### config.mk
export PLATFORM = sky130hd
export DESIGN_NAME = ladder_button_debounce_press
export DESIGN_NICKNAME = d
export VERILOG_FILES = /design/src/rtl/ldb_pkg.sv /design/src/rtl/ladder_button_debounce_press.sv /design/src/rtl/ldb_step.sv
export SDC_FILE = /design/constraint.sdc
export NUM_CORES = 1
export LEC_CHECK = 0
export ABC_AREA = 1
export BUFFER_PORTS_ARGS = -buffer_cell sky130_fd_sc_hd__buf_4
export CORE_AREA = 2 2 109 191
export DETAILED_ROUTE_END_ITERATION = 7
export DIE_AREA = 0 0 111 193
export PLACE_DENSITY = 0.91
export SLEW_MARGIN = 20
export SYNTH_ARGS = -nofsm -noshare
export SYNTH_HDL_FRONTEND = slang
export SYNTH_SLANG_ARGS = --single-unit
### constraint.sdc
create_clock -name clk -period 8.2 [get_ports clk]
set_input_delay 0.82 -clock clk [delete_from_list [all_inputs] [get_ports clk]]
set_output_delay 0.82 -clock clk [all_outputs]
set_load 0.02 [all_outputs]
### src/rtl/ldb_pkg.sv
package ldb_pkg;

  // Field widths
  localparam int SAMPLE_BITS = 12;
  localparam int TIME_BITS   = 32;
  localparam int MV_BITS     = 12;
  localparam int DUR_BITS    = 16;
  localparam int EVENT_BITS  = 3;
  localparam int CFG_IDX_BITS  = 3;
  localparam int CFG_DATA_BITS = 16;

  // Configuration register indexes
  localparam logic [CFG_IDX_BITS-1:0] CFG_LEFT_MAX   = 3'd0;
  localparam logic [CFG_IDX_BITS-1:0] CFG_RIGHT_MIN  = 3'd1;
  localparam logic [CFG_IDX_BITS-1:0] CFG_RIGHT_MAX  = 3'd2;
  localparam logic [CFG_IDX_BITS-1:0] CFG_DEBOUNCE   = 3'd3;
  localparam logic [CFG_IDX_BITS-1:0] CFG_LONG_PRESS = 3'd4;

  // Configuration reset values
  localparam logic [MV_BITS-1:0]  LEFT_MAX_RST   = 12'd400;
  localparam logic [MV_BITS-1:0]  RIGHT_MIN_RST  = 12'd1200;
  localparam logic [MV_BITS-1:0]  RIGHT_MAX_RST  = 12'd2000;
  localparam logic [DUR_BITS-1:0] DEBOUNCE_RST   = 16'd30;
  localparam logic [DUR_BITS-1:0] LONG_PRESS_RST = 16'd800;

  // Event codes
  localparam logic [EVENT_BITS-1:0] EV_NONE        = 3'd0;
  localparam logic [EVENT_BITS-1:0] EV_LEFT_SHORT  = 3'd1;
  localparam logic [EVENT_BITS-1:0] EV_RIGHT_SHORT = 3'd2;
  localparam logic [EVENT_BITS-1:0] EV_LEFT_LONG   = 3'd3;
  localparam logic [EVENT_BITS-1:0] EV_RIGHT_LONG  = 3'd4;

  typedef enum logic [1:0] {
    BTN_NONE  = 2'd0,
    BTN_LEFT  = 2'd1,
    BTN_RIGHT = 2'd2
  } btn_t;

  typedef struct packed {
    logic [SAMPLE_BITS-1:0] sample_mv;
    logic [TIME_BITS-1:0]   now_ms;
    logic                   seed;
  } in_t;

  typedef struct packed {
    logic [EVENT_BITS-1:0] event_code;
    logic                  any_held;
  } out_t;

  typedef struct packed {
    logic [MV_BITS-1:0]  left_max_mv;
    logic [MV_BITS-1:0]  right_min_mv;
    logic [MV_BITS-1:0]  right_max_mv;
    logic [DUR_BITS-1:0] debounce_ms;
    logic [DUR_BITS-1:0] long_press_ms;
  } cfg_t;

  typedef struct packed {
    btn_t                 committed_button;
    btn_t                 seen_button;
    logic [TIME_BITS-1:0] change_time;
    logic [TIME_BITS-1:0] press_time;
    logic                 long_done;
  } st_t;

endpackage

### src/rtl/ladder_button_debounce_press.sv
// Channel  | Direction | Handshake              | Payload
// in_      | input     | in_valid / in_stall    | in_data  (sample_mv, now_ms, seed)
// out_     | output    | out_valid / out_stall  | out_data (event_code, any_held)
// cfg_     | input     | cfg_we                 | cfg_index, cfg_data
//
// One item per cycle sustained while out_stall is low; each item passes
// through the input register, then the result register, before out_valid
// for it rises, and its result transfers while out_stall is low.
// The debounce state updates as an item moves from the input register to
// the result register, so items are processed strictly in order.
// rst_n is synchronous: it clears both valid flags, the debounce state and
// loads the default thresholds and times.
// A stalled result holds in place; the input register takes one more item
// behind it, then in_stall stays high until the result transfers.
module ladder_button_debounce_press (
  input  logic                                clk,
  input  logic                                rst_n,
  input  logic                                in_valid,
  output logic                                in_stall,
  input  ldb_pkg::in_t                        in_data,
  output logic                                out_valid,
  input  logic                                out_stall,
  output ldb_pkg::out_t                       out_data,
  input  logic                                cfg_we,
  input  logic [ldb_pkg::CFG_IDX_BITS-1:0]    cfg_index,
  input  logic [ldb_pkg::CFG_DATA_BITS-1:0]   cfg_data
);

  ldb_pkg::cfg_t cfg_r;
  ldb_pkg::st_t  st_r;
  ldb_pkg::st_t  st_nxt;
  ldb_pkg::in_t  item_r;
  logic          item_valid_r;
  ldb_pkg::out_t res_nxt;
  ldb_pkg::out_t res_r;
  logic          res_valid_r;
  logic          res_free;
  logic          advance;
  logic          take;

  // Handshake control
  assign res_free = !res_valid_r || !out_stall;
  assign advance  = item_valid_r && res_free;
  assign take     = in_valid && !in_stall;
  assign in_stall = item_valid_r && !res_free;

  // Write configuration registers
  always_ff @(posedge clk) begin
    if (!rst_n) begin
      cfg_r.left_max_mv   <= ldb_pkg::LEFT_MAX_RST;
      cfg_r.right_min_mv  <= ldb_pkg::RIGHT_MIN_RST;
      cfg_r.right_max_mv  <= ldb_pkg::RIGHT_MAX_RST;
      cfg_r.debounce_ms   <= ldb_pkg::DEBOUNCE_RST;
      cfg_r.long_press_ms <= ldb_pkg::LONG_PRESS_RST;
    end else if (cfg_we) begin
      case (cfg_index)
        ldb_pkg::CFG_LEFT_MAX:   cfg_r.left_max_mv   <= cfg_data[ldb_pkg::MV_BITS-1:0];
        ldb_pkg::CFG_RIGHT_MIN:  cfg_r.right_min_mv  <= cfg_data[ldb_pkg::MV_BITS-1:0];
        ldb_pkg::CFG_RIGHT_MAX:  cfg_r.right_max_mv  <= cfg_data[ldb_pkg::MV_BITS-1:0];
        ldb_pkg::CFG_DEBOUNCE:   cfg_r.debounce_ms   <= cfg_data[ldb_pkg::DUR_BITS-1:0];
        ldb_pkg::CFG_LONG_PRESS: cfg_r.long_press_ms <= cfg_data[ldb_pkg::DUR_BITS-1:0];
        default: begin
        end
      endcase
    end
  end

  // Capture each transfer in the input register
  always_ff @(posedge clk) begin
    if (!rst_n) begin
      item_valid_r <= 1'b0;
    end else if (take) begin
      item_valid_r <= 1'b1;
    end else if (advance) begin
      item_valid_r <= 1'b0;
    end
  end

  always_ff @(posedge clk) begin
    if (take) begin
      item_r <= in_data;
    end
  end

  ldb_step u_step (
    .cfg    (cfg_r),
    .st     (st_r),
    .item   (item_r),
    .st_nxt (st_nxt),
    .res    (res_nxt)
  );

  // Commit state and load the result register as an item advances
  always_ff @(posedge clk) begin
    if (!rst_n) begin
      st_r.committed_button <= ldb_pkg::BTN_NONE;
      st_r.seen_button      <= ldb_pkg::BTN_NONE;
      st_r.change_time      <= '0;
      st_r.press_time       <= '0;
      st_r.long_done        <= 1'b0;
      res_valid_r           <= 1'b0;
    end else begin
      if (advance) begin
        st_r        <= st_nxt;
        res_valid_r <= 1'b1;
      end else if (res_free) begin
        res_valid_r <= 1'b0;
      end
    end
  end

  always_ff @(posedge clk) begin
    if (advance) begin
      res_r <= res_nxt;
    end
  end

  assign out_valid = res_valid_r;
  assign out_data  = res_r;

endmodule

### src/rtl/ldb_step.sv
module ldb_step (
  input  ldb_pkg::cfg_t cfg,
  input  ldb_pkg::st_t  st,
  input  ldb_pkg::in_t  item,
  output ldb_pkg::st_t  st_nxt,
  output ldb_pkg::out_t res
);

  ldb_pkg::btn_t                 cur;
  logic [ldb_pkg::TIME_BITS-1:0] el_change;
  logic [ldb_pkg::TIME_BITS-1:0] el_press;
  logic [ldb_pkg::TIME_BITS-1:0] deb_ext;
  logic [ldb_pkg::TIME_BITS-1:0] long_ext;
  logic                          settling;
  logic                          long_due;
  logic [ldb_pkg::EVENT_BITS-1:0] ev;

  // Classify the sample; left wins where bands overlap
  always_comb begin
    if (item.sample_mv <= cfg.left_max_mv) begin
      cur = ldb_pkg::BTN_LEFT;
    end else if (item.sample_mv >= cfg.right_min_mv &&
                 item.sample_mv <= cfg.right_max_mv) begin
      cur = ldb_pkg::BTN_RIGHT;
    end else begin
      cur = ldb_pkg::BTN_NONE;
    end
  end

  // Wrapping elapsed times against the configured durations
  assign deb_ext  = {{(ldb_pkg::TIME_BITS-ldb_pkg::DUR_BITS){1'b0}}, cfg.debounce_ms};
  assign long_ext = {{(ldb_pkg::TIME_BITS-ldb_pkg::DUR_BITS){1'b0}}, cfg.long_press_ms};
  assign el_change = item.now_ms - st.change_time;
  assign el_press  = item.now_ms - st.press_time;
  assign settling  = (el_change < deb_ext) || (cur == st.committed_button);
  assign long_due  = (st.committed_button != ldb_pkg::BTN_NONE) && !st.long_done &&
                     (el_press >= long_ext);

  // Advance the debounce state by one sample
  always_comb begin
    st_nxt = st;
    ev     = ldb_pkg::EV_NONE;
    if (item.seed) begin
      st_nxt.committed_button = cur;
      st_nxt.seen_button      = cur;
      st_nxt.change_time      = item.now_ms;
      st_nxt.press_time       = item.now_ms;
      st_nxt.long_done        = (cur != ldb_pkg::BTN_NONE);
    end else if (cur != st.seen_button) begin
      st_nxt.seen_button = cur;
      st_nxt.change_time = item.now_ms;
    end else if (settling) begin
      if (long_due) begin
        st_nxt.long_done = 1'b1;
        ev = (st.committed_button == ldb_pkg::BTN_LEFT) ? ldb_pkg::EV_LEFT_LONG
                                                         : ldb_pkg::EV_RIGHT_LONG;
      end
    end else begin
      st_nxt.committed_button = cur;
      if (cur != ldb_pkg::BTN_NONE) begin
        st_nxt.press_time = item.now_ms;
        st_nxt.long_done  = 1'b0;
      end else if (!st.long_done && st.committed_button != ldb_pkg::BTN_NONE) begin
        ev = (st.committed_button == ldb_pkg::BTN_LEFT) ? ldb_pkg::EV_LEFT_SHORT
                                                         : ldb_pkg::EV_RIGHT_SHORT;
      end
    end
  end

  assign res.event_code = ev;
  assign res.any_held   = (st_nxt.committed_button != ldb_pkg::BTN_NONE);

endmodule

==> reports/qor.json, run 1 <==
{
  "run_status": {"value": "complete, no violations"},
  "post_synthesis_area_per_instance": {"value": 6.755, "unit": "um^2"},
  "drt_pass1_iterations": {"value": 8},
  "number_of_antenna_violations_at_the_first_check_in_global_routing": {"value": 1},
  "timing.critical_path.to_type": {"value": "flip-flop"},
  "route.detailed.wl_per_inst": {"value": 17.30, "unit": "um"},
  "antenna_left": {"value": 0},
  "die_area": {"value": 21420, "unit": "um^2"},
  "sequential_cell_area": {"value": 4254, "unit": "um^2"},
  "worstSkewPairLatency": {"value": 450, "unit": "ps"},
  "residual_overflow_from_global_routing": {"value": 0},
  "filler_cells_inserted": {"value": 1629},
  "syn_nets": {"value": 2150},
  "setup.worst_path.start_class": {"value": "flip-flop"},
  "number_of_i_o_port_buffers": {"value": 74},
  "r2r-start": {"value": "item_r[2]$_DFFE_PP_"},
  "hold_worst_slack": {"value": 459.8, "unit": "ps"},
  "detail_route.iter0.violations": {"value": 863},
  "die-height": {"value": 193, "unit": "um"},
  "syn_area": {"value": 13170, "unit": "um^2"},
  "power.ir.vdd_worst": {"value": 0.2160, "unit": "mV"},
  "global_route_wire_length_before_repair": {"value": 61820, "unit": "um"},
  "r2r_cells": {"value": 21},
  "cp_data_required_time": {"value": 8540, "unit": "ps"},
  "slew_headroom": {"value": 32.56, "unit": "%"},
  "summed_area_of_non_filler_cells_in_the_final_layout": {"value": 14490, "unit": "um^2"},
  "vias_per_cell": {"value": 5.611},
  "top_level_ports": {"value": 75},
  "cts_made_buffers": {"value": 17},
  "final_core_util": {"value": 72.68, "unit": "%"},
  "drive_above_1_share": {"value": 9.136, "unit": "%"},
  "clock-skew-final": {"value": 11.71, "unit": "ps"},
  "cts_max_path_buffers": {"value": 2},
  "die_w": {"value": 111, "unit": "um"},
  "final.period_utilization": {"value": 50.00, "unit": "%"},
  "clock.fmax": {"value": 243.9, "unit": "MHz"},
  "track_usage": {"value": 36.96, "unit": "%"},
  "clock_sinks": {"value": 188},
  "setup_total_negative_slack": {"value": 0, "unit": "ps"},
  "final-hold-violation-count": {"value": 0},
  "layout.cells.most_common": {"value": "sky130_fd_sc_hd__nand2_1"},
  "post_dp_cell_area": {"value": 13880, "unit": "um^2"},
  "n_antenna_cell": {"value": 0},
  "initial_core_util": {"value": 66.05, "unit": "%"},
  "dpl.hpwl": {"value": 29800, "unit": "um"},
  "tritoncts": {"value": "done"},
  "ys.warnings.count": {"value": 0},
  "rsz0062_at_grt": {"value": "false"},
  "worst_setup_hold_path_clk_slew": {"value": 70, "unit": "ps"},
  "path_max_fanout": {"value": 33},
  "core-area": {"value": 19940, "unit": "um^2"},
  "placed_cells_incl_taps": {"value": 2241},
  "grt_pass1_vias": {"value": 12623},
  "drv_cap": {"value": 0},
  "finalNonFillerCells": {"value": 2273},
  "worst_hold_path.num_cells": {"value": 2},
  "setup_violation_total_in_the_final_timing_report": {"value": 0},
  "layout.cells.most_common_list": {"value": "sky130_fd_sc_hd__nand2_1, sky130_fd_sc_hd__inv_1, sky130_fd_sc_hd__a21oi_1, sky130_fd_sc_hd__nor2_1, sky130_fd_sc_hd__dfxtp_1"},
  "row_count": {"value": 69},
  "cts-root-buf": {"value": "sky130_fd_sc_hd__clkbuf_16"},
  "ratio_of_total_power_to_cell_area": {"value": 191.5, "unit": "nW/um^2"},
  "worst_r2r_endpoint": {"value": "st_r[28]$_SDFFE_PN0P_"},
  "hold_start": {"value": "st_r[63]$_SDFFE_PN0P_"},
  "grt_max_degree": {"value": 77},
  "min_delay_worst_endpoint": {"value": "st_r[63]$_SDFFE_PN0P_"},
  "timing_worst_setup_path_type": {"value": "flip-flop to flip-flop"},
  "route.final.wire_length": {"value": 39310, "unit": "um"},
  "ys_dominant_reg_cell": {"value": "sky130_fd_sc_hd__dfxtp_1"},
  "last_weighted_congestion_value_of_the_routability_driven_placer": {"value": 1.044},
  "synth_cell_types": {"value": 44},
  "post_synth_inst_count": {"value": 1950},
  "ctsResizeCount": {"value": 0},
  "postSynthRegisterBits": {"value": 188},
  "number_of_buffers_added_for_setup_after_cts": {"value": 0},
  "synth_enable_flop_cells": {"value": 49},
  "synth_sequential_area_ratio": {"value": 32.29, "unit": "%"},
  "timing.reg2reg.setup_slack": {"value": 4100, "unit": "ps"},
  "arrival": {"value": 4440, "unit": "ps"},
  "timing_worst_slew_pin_value": {"value": 1008, "unit": "ps"},
  "pins_over_their_slew_limit": {"value": 0},
  "ctsHtreeMaxLevel": {"value": 4},
  "drt_drc_violations_left": {"value": 0},
  "layout_min_cycle_time": {"value": 4100, "unit": "ps"},
  "multi_input_area": {"value": 7288, "unit": "um^2"},
  "synthArstFlopShare": {"value": 0, "unit": "%"},
  "hold_path_class": {"value": "flip-flop to flip-flop"},
  "dr_vias": {"value": 12753},
  "postCtsHoldBufs": {"value": 0},
  "leakage_power_total": {"value": 0.007344, "unit": "uW"},
  "finalNetCount": {"value": 2212},
  "layout-area-overhead-vs-synth": {"value": 10.03, "unit": "%"}
}
-- how the worst max path moves through the flow --
stage / start / endpoint
floorplan: item_r[3]$_DFFE_PP_ / st_r[10]$_SDFFE_PN0P_
global placement: item_r[6]$_DFFE_PP_ / st_r[2]$_SDFFE_PN0P_
detailed placement: item_r[2]$_DFFE_PP_ / st_r[28]$_SDFFE_PN0P_
CTS: item_r[2]$_DFFE_PP_ / st_r[28]$_SDFFE_PN0P_
global route: item_r[6]$_DFFE_PP_ / st_r[20]$_SDFFE_PN0P_
finish: item_r[2]$_DFFE_PP_ / st_r[28]$_SDFFE_PN0P_
-- per-layer routing --
metal  GRT usage (%)  vias up  share of wire (%)
met4           35.53        0                 11
li1                -     6289                  -
met2           68.57      484                 51
met1           33.69     5742                 33
met3           6.189      238                5.1
met5               0        -                  0
-- worst max-delay path, stage by stage (launching register included) --
cell and delay [ps]:
sky130_fd_sc_hd__edfxtp_1 530, sky130_fd_sc_hd__inv_1 220, sky130_fd_sc_hd__fa_1 460, sky130_fd_sc_hd__inv_1 120, sky130_fd_sc_hd__nand3_1 80, sky130_fd_sc_hd__nand3_1 140, sky130_fd_sc_hd__nand2_1 70, sky130_fd_sc_hd__nand2_1 130
sky130_fd_sc_hd__xor2_1 100, sky130_fd_sc_hd__ha_1 180, sky130_fd_sc_hd__a21oi_1 140, sky130_fd_sc_hd__nor2_1 50, sky130_fd_sc_hd__a211oi_1 190, sky130_fd_sc_hd__o221ai_1 130, sky130_fd_sc_hd__a21oi_1 210, sky130_fd_sc_hd__nand3_2 150
sky130_fd_sc_hd__nand2_2 150, sky130_fd_sc_hd__nand2_4 70, sky130_fd_sc_hd__nand2_4 300, sky130_fd_sc_hd__inv_4 290, sky130_fd_sc_hd__nor2_2 150, sky130_fd_sc_hd__nor2_1 70
-- registers in the layout, summed over array words and instances (netlist names) --
signal	flops
item_valid_r	1
out_valid	1
out_data	4
item_r	45
cfg_r	68
st_r	69
-- report_power, final --
| group | leakage, uW | internal [uW] | switching, uW |
|---|---|---|---|
| Sequential | 0.00161 | 1010 | 39.4 |
| Combinational | 0.00543 | 301 | 548 |
| Clock | 0.000294 | 487 | 390 |
| Total | 0.00734 | 1800 | 977 |
-- through the flow --
stage / setup slack [ps] / total power [uW]
floorplan: 5126 / 1664
global placement: 4287 / 1865
detailed placement: 4200 / 1891
CTS: 4165 / 2761
global route: 3713 / 2919
finish: 4100 / 2775
-- layout make-up --
cell class,count,share of cell area [%]
well taps,248,2.141
flip-flops and latches,188,29.35
inverters,386,10.01
clock buffers,18,2.961
multi-input cells,1342,50.28
clock inverters,14,1.260
repair buffers,77,3.988
-- cell families (layout without fill, tap and decap cells) --
family	count (synthesis)	in the layout	share of synthesized area [%]
fa+ha+maj	131	131	12.56
simple gates	853	853	27.52
flops	188	188	32.29
xor+xnor	33	33	2.194
buf+inv	420	495	12.38
compound gates	325	325	13.06
-- cell usage after synthesis (2+ instances only) --
master | instances | share of area (%)
sky130_fd_sc_hd__buf_6 | 6 | 0.51
sky130_fd_sc_hd__nand3_2 | 7 | 0.53
sky130_fd_sc_hd__nand4_1 | 21 | 1.0
sky130_fd_sc_hd__nand3_1 | 70 | 2.7
sky130_fd_sc_hd__nor3_1 | 6 | 0.23
sky130_fd_sc_hd__and2_4 | 2 | 0.13
sky130_fd_sc_hd__o21bai_1 | 6 | 0.34
sky130_fd_sc_hd__inv_2 | 4 | 0.11
sky130_fd_sc_hd__xor2_1 | 28 | 1.9
sky130_fd_sc_hd__a211oi_1 | 5 | 0.28
sky130_fd_sc_hd__o21ai_0 | 115 | 4.4
sky130_fd_sc_hd__and2_1 | 2 | 0.095
sky130_fd_sc_hd__nor2_1 | 156 | 4.4
sky130_fd_sc_hd__buf_2 | 4 | 0.15
sky130_fd_sc_hd__xnor2_1 | 5 | 0.33
sky130_fd_sc_hd__nor2_2 | 44 | 2.1
sky130_fd_sc_hd__and3_1 | 2 | 0.095
sky130_fd_sc_hd__clkinv_1 | 2 | 0.057
sky130_fd_sc_hd__o211ai_1 | 18 | 1.0
sky130_fd_sc_hd__edfxtp_1 | 49 | 11
sky130_fd_sc_hd__a21oi_1 | 157 | 6.0
sky130_fd_sc_hd__inv_1 | 379 | 11
sky130_fd_sc_hd__nand2_2 | 13 | 0.62
sky130_fd_sc_hd__nor4_1 | 2 | 0.095
sky130_fd_sc_hd__dfxtp_1 | 139 | 21
sky130_fd_sc_hd__nand3b_1 | 5 | 0.28
sky130_fd_sc_hd__nand2_4 | 3 | 0.26
sky130_fd_sc_hd__o21ai_1 | 16 | 0.61
sky130_fd_sc_hd__clkbuf_1 | 23 | 0.66
sky130_fd_sc_hd__nand2_1 | 516 | 15
sky130_fd_sc_hd__a21o_1 | 3 | 0.17
sky130_fd_sc_hd__fa_1 | 2 | 0.30
sky130_fd_sc_hd__ha_1 | 129 | 12
(Power assumes the default switching activity.)
==> inputs of run 2 (changes only) <==
--- a/config.mk
+++ b/config.mk
@@ -5,12 +5,12 @@
 export SDC_FILE = /design/constraint.sdc
 export NUM_CORES = 1
 export LEC_CHECK = 0
-export ABC_AREA = 1
+export ABC_AREA = 0
 export BUFFER_PORTS_ARGS = -buffer_cell sky130_fd_sc_hd__buf_4
-export CORE_AREA = 2 2 109 191
+export CORE_AREA = 2 2 116 203
 export DETAILED_ROUTE_END_ITERATION = 7
-export DIE_AREA = 0 0 111 193
-export PLACE_DENSITY = 0.91
+export DIE_AREA = 0 0 118 205
+export PLACE_DENSITY = 0.81
 export SLEW_MARGIN = 20
 export SYNTH_ARGS = -nofsm -noshare
 export SYNTH_HDL_FRONTEND = slang
==> constraint.sdc (replaced) <==
create_clock -name clk -period 3.29 [get_ports clk]
set_input_delay 0.329 -clock clk [delete_from_list [all_inputs] [get_ports clk]]
set_output_delay 0.329 -clock clk [all_outputs]
set_load 0.02 [all_outputs]
==> reports/qor.json, run 2 <==
{
  "synth.most_common_cell": {"value": "sky130_fd_sc_hd__nand2_1", "change": "unchanged"},
  "die-height": {"value": 205, "unit": "um", "change": "was 193 um"},
  "synthAdderAreaFrac": {"value": 13.27, "unit": "%", "change": "was 12.56%"},
  "detail_route.iter0.violations": {"value": 680, "change": "was 863"},
  "leakage_power_total": {"value": 0.006965, "unit": "uW", "change": "was 0.007344 uW"},
  "drt_pass1_iterations": {"value": 7, "change": "was 8"},
  "synth_sequential_area_ratio": {"value": 34.14, "unit": "%", "change": "was 32.29%"},
  "ys_dominant_reg_cell": {"value": "sky130_fd_sc_hd__dfxtp_1", "change": "unchanged"},
  "finalNetCount": {"value": 2030, "change": "was 2212"},
  "cts_made_buffers": {"value": 17, "change": "unchanged"},
  "synth_top_family_by_area": {"value": "compound AO/OA/AOI/OAI gates", "change": "was simple AND/OR/NAND/NOR gates"},
  "initial_core_util": {"value": 55.24, "unit": "%", "change": "was 66.05%"},
  "residual_overflow_from_global_routing": {"value": 0, "change": "unchanged"},
  "tritoncts": {"value": "done", "change": "unchanged"},
  "route.final.wire_length": {"value": 39360, "unit": "um", "change": "was 39310 um"},
  "dpl_worst_slack": {"value": -1322, "unit": "ps", "change": "was 4200 ps"},
  "post_synth_mux_area_share": {"value": 3.153, "unit": "%", "change": "was 0%"},
  "synthArstFlopShare": {"value": 0, "unit": "%", "change": "unchanged"},
  "ratio_of_total_power_to_cell_area": {"value": 417.8, "unit": "nW/um^2", "change": "was 191.5 nW/um^2"},
  "final-hold-violation-count": {"value": 0, "change": "unchanged"},
  "filler_cells_inserted": {"value": 1639, "change": "was 1629"},
  "clock-skew-final": {"value": 11.86, "unit": "ps", "change": "was 11.71 ps"},
  "synth_largest_type_area_fraction": {"value": 22.33, "unit": "%", "change": "was 21.12%"},
  "syn_area": {"value": 12460, "unit": "um^2", "change": "was 13170 um^2"},
  "internal_power": {"value": 4793, "unit": "uW", "change": "was 1798 uW"},
  "top_level_ports": {"value": 75, "change": "unchanged"},
  "n_antenna_cell": {"value": 0, "change": "unchanged"},
  "post_synthesis_area_per_instance": {"value": 8.297, "unit": "um^2", "change": "was 6.755 um^2"},
  "vias_per_cell": {"value": 5.783, "change": "was 5.611"},
  "p_sw_share": {"value": 31.19, "unit": "%", "change": "was 35.21%"},
  "die_w": {"value": 118, "unit": "um", "change": "was 111 um"},
  "grt_max_degree": {"value": 74, "change": "was 77"},
  "postSynthRegisterBits": {"value": 188, "change": "unchanged"},
  "track_usage": {"value": 31.17, "unit": "%", "change": "was 36.96%"},
  "timing.critical_path.to_type": {"value": "flip-flop", "change": "unchanged"},
  "die_area": {"value": 24190, "unit": "um^2", "change": "was 21420 um^2"},
  "final_core_util": {"value": 73.91, "unit": "%", "change": "was 72.68%"},
  "final.period_utilization": {"value": 139.2, "unit": "%", "change": "was 50.00%"},
  "p_seq_share": {"value": 36.6, "unit": "%", "change": "was 37.8%"},
  "layout.cells.most_common_list": {"value": "sky130_fd_sc_hd__buf_4, sky130_fd_sc_hd__nand2_1, sky130_fd_sc_hd__inv_1, sky130_fd_sc_hd__dfxtp_1", "change": "was sky130_fd_sc_hd__nand2_1, sky130_fd_sc_hd__inv_1, sky130_fd_sc_hd__a21oi_1, sky130_fd_sc_hd__nor2_1, sky130_fd_sc_hd__dfxtp_1"},
  "synth_common_cells": {"value": "sky130_fd_sc_hd__nand2_1, sky130_fd_sc_hd__inv_1, sky130_fd_sc_hd__a21oi_1", "change": "unchanged"},
  "clock_sinks": {"value": 188, "change": "unchanged"},
  "setup_slack": {"value": -1291, "unit": "ps", "change": "was 4100 ps"},
  "cp_data_required_time": {"value": 3590, "unit": "ps", "change": "was 8540 ps"},
  "number_of_flip_flops_in_the_largest_register": {"value": 69, "change": "unchanged"},
  "last_weighted_congestion_value_of_the_routability_driven_placer": {"value": 0.9971, "change": "was 1.044"},
  "violations": {"value": "setup timing"},
  "arrival": {"value": 4880, "unit": "ps", "change": "was 4440 ps"},
  "timing_worst_setup_path_type": {"value": "flip-flop to flip-flop", "change": "unchanged"},
  "slew_headroom": {"value": 50.29, "unit": "%", "change": "was 32.56%"},
  "setup.worst_path.start_class": {"value": "flip-flop", "change": "unchanged"},
  "layout_top_registers": {"value": "st_r x69, cfg_r x68, item_r x45", "change": "unchanged"},
  "share_of_the_synthesized_area_in_compound_gates_ao_oa_aoi_oai": {"value": 21.88, "unit": "%", "change": "was 13.06%"},
  "global_route_wire_length_before_repair": {"value": 59370, "unit": "um", "change": "was 61820 um"},
  "layout-area-overhead-vs-synth": {"value": 33.80, "unit": "%", "change": "was 10.03%"},
  "run_status": {"value": "finished, violations left", "change": "was complete, no violations"},
  "sequential_cell_area": {"value": 4254, "unit": "um^2", "change": "unchanged"},
  "multi_input_area": {"value": 7885, "unit": "um^2", "change": "was 7288 um^2"},
  "row_count": {"value": 73, "change": "was 69"},
  "post_synth_inst_count": {"value": 1502, "change": "was 1950"},
  "clock.fmax": {"value": 218.3, "unit": "MHz", "change": "was 243.9 MHz"},
  "post_synth_main_area_contributors": {"value": "sky130_fd_sc_hd__dfxtp_1, sky130_fd_sc_hd__ha_1, sky130_fd_sc_hd__edfxtp_1, sky130_fd_sc_hd__nand2_1, sky130_fd_sc_hd__a21oi_1", "change": "was sky130_fd_sc_hd__dfxtp_1, sky130_fd_sc_hd__nand2_1, sky130_fd_sc_hd__ha_1, sky130_fd_sc_hd__edfxtp_1, sky130_fd_sc_hd__inv_1"},
  "yosysTopAreaCell": {"value": "sky130_fd_sc_hd__dfxtp_1", "change": "unchanged"},
  "core-area": {"value": 22560, "unit": "um^2", "change": "was 19940 um^2"},
  "route.detailed.wl_per_inst": {"value": 18.37, "unit": "um", "change": "was 17.30 um"},
  "worstSkewPairLatency": {"value": 470, "unit": "ps", "change": "was 450 ps"},
  "dr_vias": {"value": 12392, "change": "was 12753"},
  "path_max_fanout": {"value": 4, "change": "was 33"},
  "pins_over_their_slew_limit": {"value": 0, "change": "unchanged"},
  "max_flop_register": {"value": "st_r", "change": "unchanged"},
  "power.ir.vdd_worst": {"value": 0.3983, "unit": "mV", "change": "was 0.2160 mV"},
  "ys.warnings.count": {"value": 0, "change": "unchanged"},
  "antenna_left": {"value": 0, "change": "unchanged"},
  "p_comb_share": {"value": 31.6, "unit": "%", "change": "was 30.6%"},
  "switching_power": {"value": 2173, "unit": "uW", "change": "was 977.3 uW"},
  "rsz0062_at_grt": {"value": "true", "change": "was false"},
  "dpl.hpwl": {"value": 28720, "unit": "um", "change": "was 29800 um"},
  "ctsHtreeMaxLevel": {"value": 4, "change": "unchanged"},
  "number_of_i_o_port_buffers": {"value": 74, "change": "unchanged"},
  "cts-root-buf": {"value": "sky130_fd_sc_hd__clkbuf_16", "change": "unchanged"},
  "synth_cell_types": {"value": 65, "change": "was 44"},
  "layout.cells.most_common": {"value": "sky130_fd_sc_hd__buf_4", "change": "was sky130_fd_sc_hd__nand2_1"},
  "timing_worst_slew_pin_value": {"value": 745.6, "unit": "ps", "change": "was 1008 ps"},
  "postCtsHoldBufs": {"value": 0, "change": "unchanged"},
  "yosys.area_share.xor_xnor": {"value": 3.163, "unit": "%", "change": "was 2.194%"},
  "worst_setup_hold_path_clk_slew": {"value": 70, "unit": "ps", "change": "about the same"},
  "drive_above_1_share": {"value": 26.26, "unit": "%", "change": "was 9.136%"},
  "layout_min_cycle_time": {"value": 4581, "unit": "ps", "change": "was 4100 ps"},
  "drt_drc_violations_left": {"value": 0, "change": "unchanged"},
  "number_of_antenna_violations_at_the_first_check_in_global_routing": {"value": 0, "change": "was 1"},
  "setup_violation_total_in_the_final_timing_report": {"value": 57, "change": "was 0"},
  "synth_enable_flop_cells": {"value": 49, "change": "unchanged"},
  "synth_simple_gate_area_share": {"value": 17.82, "unit": "%", "change": "was 27.52%"},
  "hold_path_class": {"value": "input pin to flip-flop", "change": "was flip-flop to flip-flop"},
  "grt_pass1_vias": {"value": 12460, "change": "was 12623"},
  "drv_cap": {"value": 0, "change": "unchanged"},
  "cts_max_path_buffers": {"value": 2, "change": "unchanged"},
  "syn_nets": {"value": 1702, "change": "was 2150"},
  "power.share.clock": {"value": 31.8, "unit": "%", "change": "was 31.6%"}
}
## run 2: cell count changes in the layout (fill, tap and decap cells not counted), moves of 43 or more
cell / before / now
sky130_fd_sc_hd__inv_1: 378 / 146
sky130_fd_sc_hd__nor2_1: 156 / 54
sky130_fd_sc_hd__nand2_1: 516 / 247
sky130_fd_sc_hd__nor2_2: 44 / 1
sky130_fd_sc_hd__o21ai_0: 115 / 39
sky130_fd_sc_hd__a21boi_0: 1 / 48
sky130_fd_sc_hd__buf_4: 77 / 347
sky130_fd_sc_hd__nand3_1: 70 / 19
sky130_fd_sc_hd__nor2b_1: 0 / 44
## run 2: power groups by stage
stage	combinational [uW]	sequential (uW)	clock (uW)
after detailed placement	1950	2600	0
final	2200	2550	2220
after global placement	1900	2590	0
after floorplan	1110	2580	0
after global routing	2380	2560	2320
after CTS	2010	2550	2240
## run 2: worst max-delay path, cell delays in order (launching register included)
cell and delay, ps:
sky130_fd_sc_hd__edfxtp_1 440, sky130_fd_sc_hd__buf_6 160, sky130_fd_sc_hd__ha_4 240, sky130_fd_sc_hd__nor2b_4 160
sky130_fd_sc_hd__o2111ai_4 180, sky130_fd_sc_hd__a2111oi_4 450, sky130_fd_sc_hd__o21ai_2 120, sky130_fd_sc_hd__nor2b_4 140
sky130_fd_sc_hd__xnor2_2 160, sky130_fd_sc_hd__ha_4 290, sky130_fd_sc_hd__nand4_1 140, sky130_fd_sc_hd__nor2_1 140
sky130_fd_sc_hd__and4_4 230, sky130_fd_sc_hd__a2111oi_4 40, sky130_fd_sc_hd__o21a_1 120, sky130_fd_sc_hd__and4_1 140
sky130_fd_sc_hd__and4_4 180, sky130_fd_sc_hd__and2_4 170, sky130_fd_sc_hd__buf_4 130, sky130_fd_sc_hd__buf_4 130
sky130_fd_sc_hd__or3_1 390, sky130_fd_sc_hd__a211oi_2 230
## run 2: stage by stage
stage | TNS (ps) | instances | area [um^2] | hold WS, ps | power, uW
floorplan | -24910 | 1502 | 12560 | 427.9 | 3693
global placement | -42200 | 2080 | 15280 | 442.6 | 4496
detailed placement | -51220 | 2080 | 15280 | 451.9 | 4548
CTS | -39800 | 2120 | 16080 | 20.49 | 6802
global route | -57280 | 2143 | 16670 | 23.10 | 7261
finish | -48120 | 2143 | 16670 | 36.40 | 6966
## run 2: worst paths after layout
path              slack, ps                         to                   from  cells past startpoint
setup / recovery      -1290  out_data[1]$_SDFFCE_PP0P_    item_r[2]$_DFFE_PP_                     21
hold / removal           40        item_r[0]$_DFFE_PP_             in_data[0]                      1
setup reg to reg      -1290  out_data[1]$_SDFFCE_PP0P_    item_r[2]$_DFFE_PP_                     21
hold reg to reg         460      st_r[29]$_SDFFE_PN0P_  st_r[29]$_SDFFE_PN0P_                      2
## run 2: logic make-up after synthesis
family                   Yosys count
AO/OA/AOI/OAI                    413
buffers and inverters            208
XOR/XNOR                          45
multiplexers                      39
flip-flops                       188
adder cells (fa/ha/maj)          131
AND/OR/NAND/NOR                  478
## run 2: cell type report
type,count,area share [%]
clock inverter,10,0.6529
clock buffer,22,3.167
tap,300,2.251
multi-input combinational,1106,47.29
timing repair buffer,368,17.75
inverter,149,3.369
sequential,188,25.51
## run 2: layer usage
layer | GRT usage (%) | wire length (um) | vias to the layer above
li1 | - | - | 5949
met1 | 27.74 | 13000 | 5822
met2 | 59.14 | 20650 | 416
met3 | 4.983 | 1606 | 205
met4 | 28.53 | 4103 | 0
met5 | 0 | 0 | -
## run 2: what timing repair did
item | CTS | global route
pin swaps | 19 | 56
hold endpoints to repair | 0 | 0
resized for setup | 25 | 73
endpoints found under the setup margin | 72 | 68
cloned | 0 | 4
setup buffers | 8 | 21
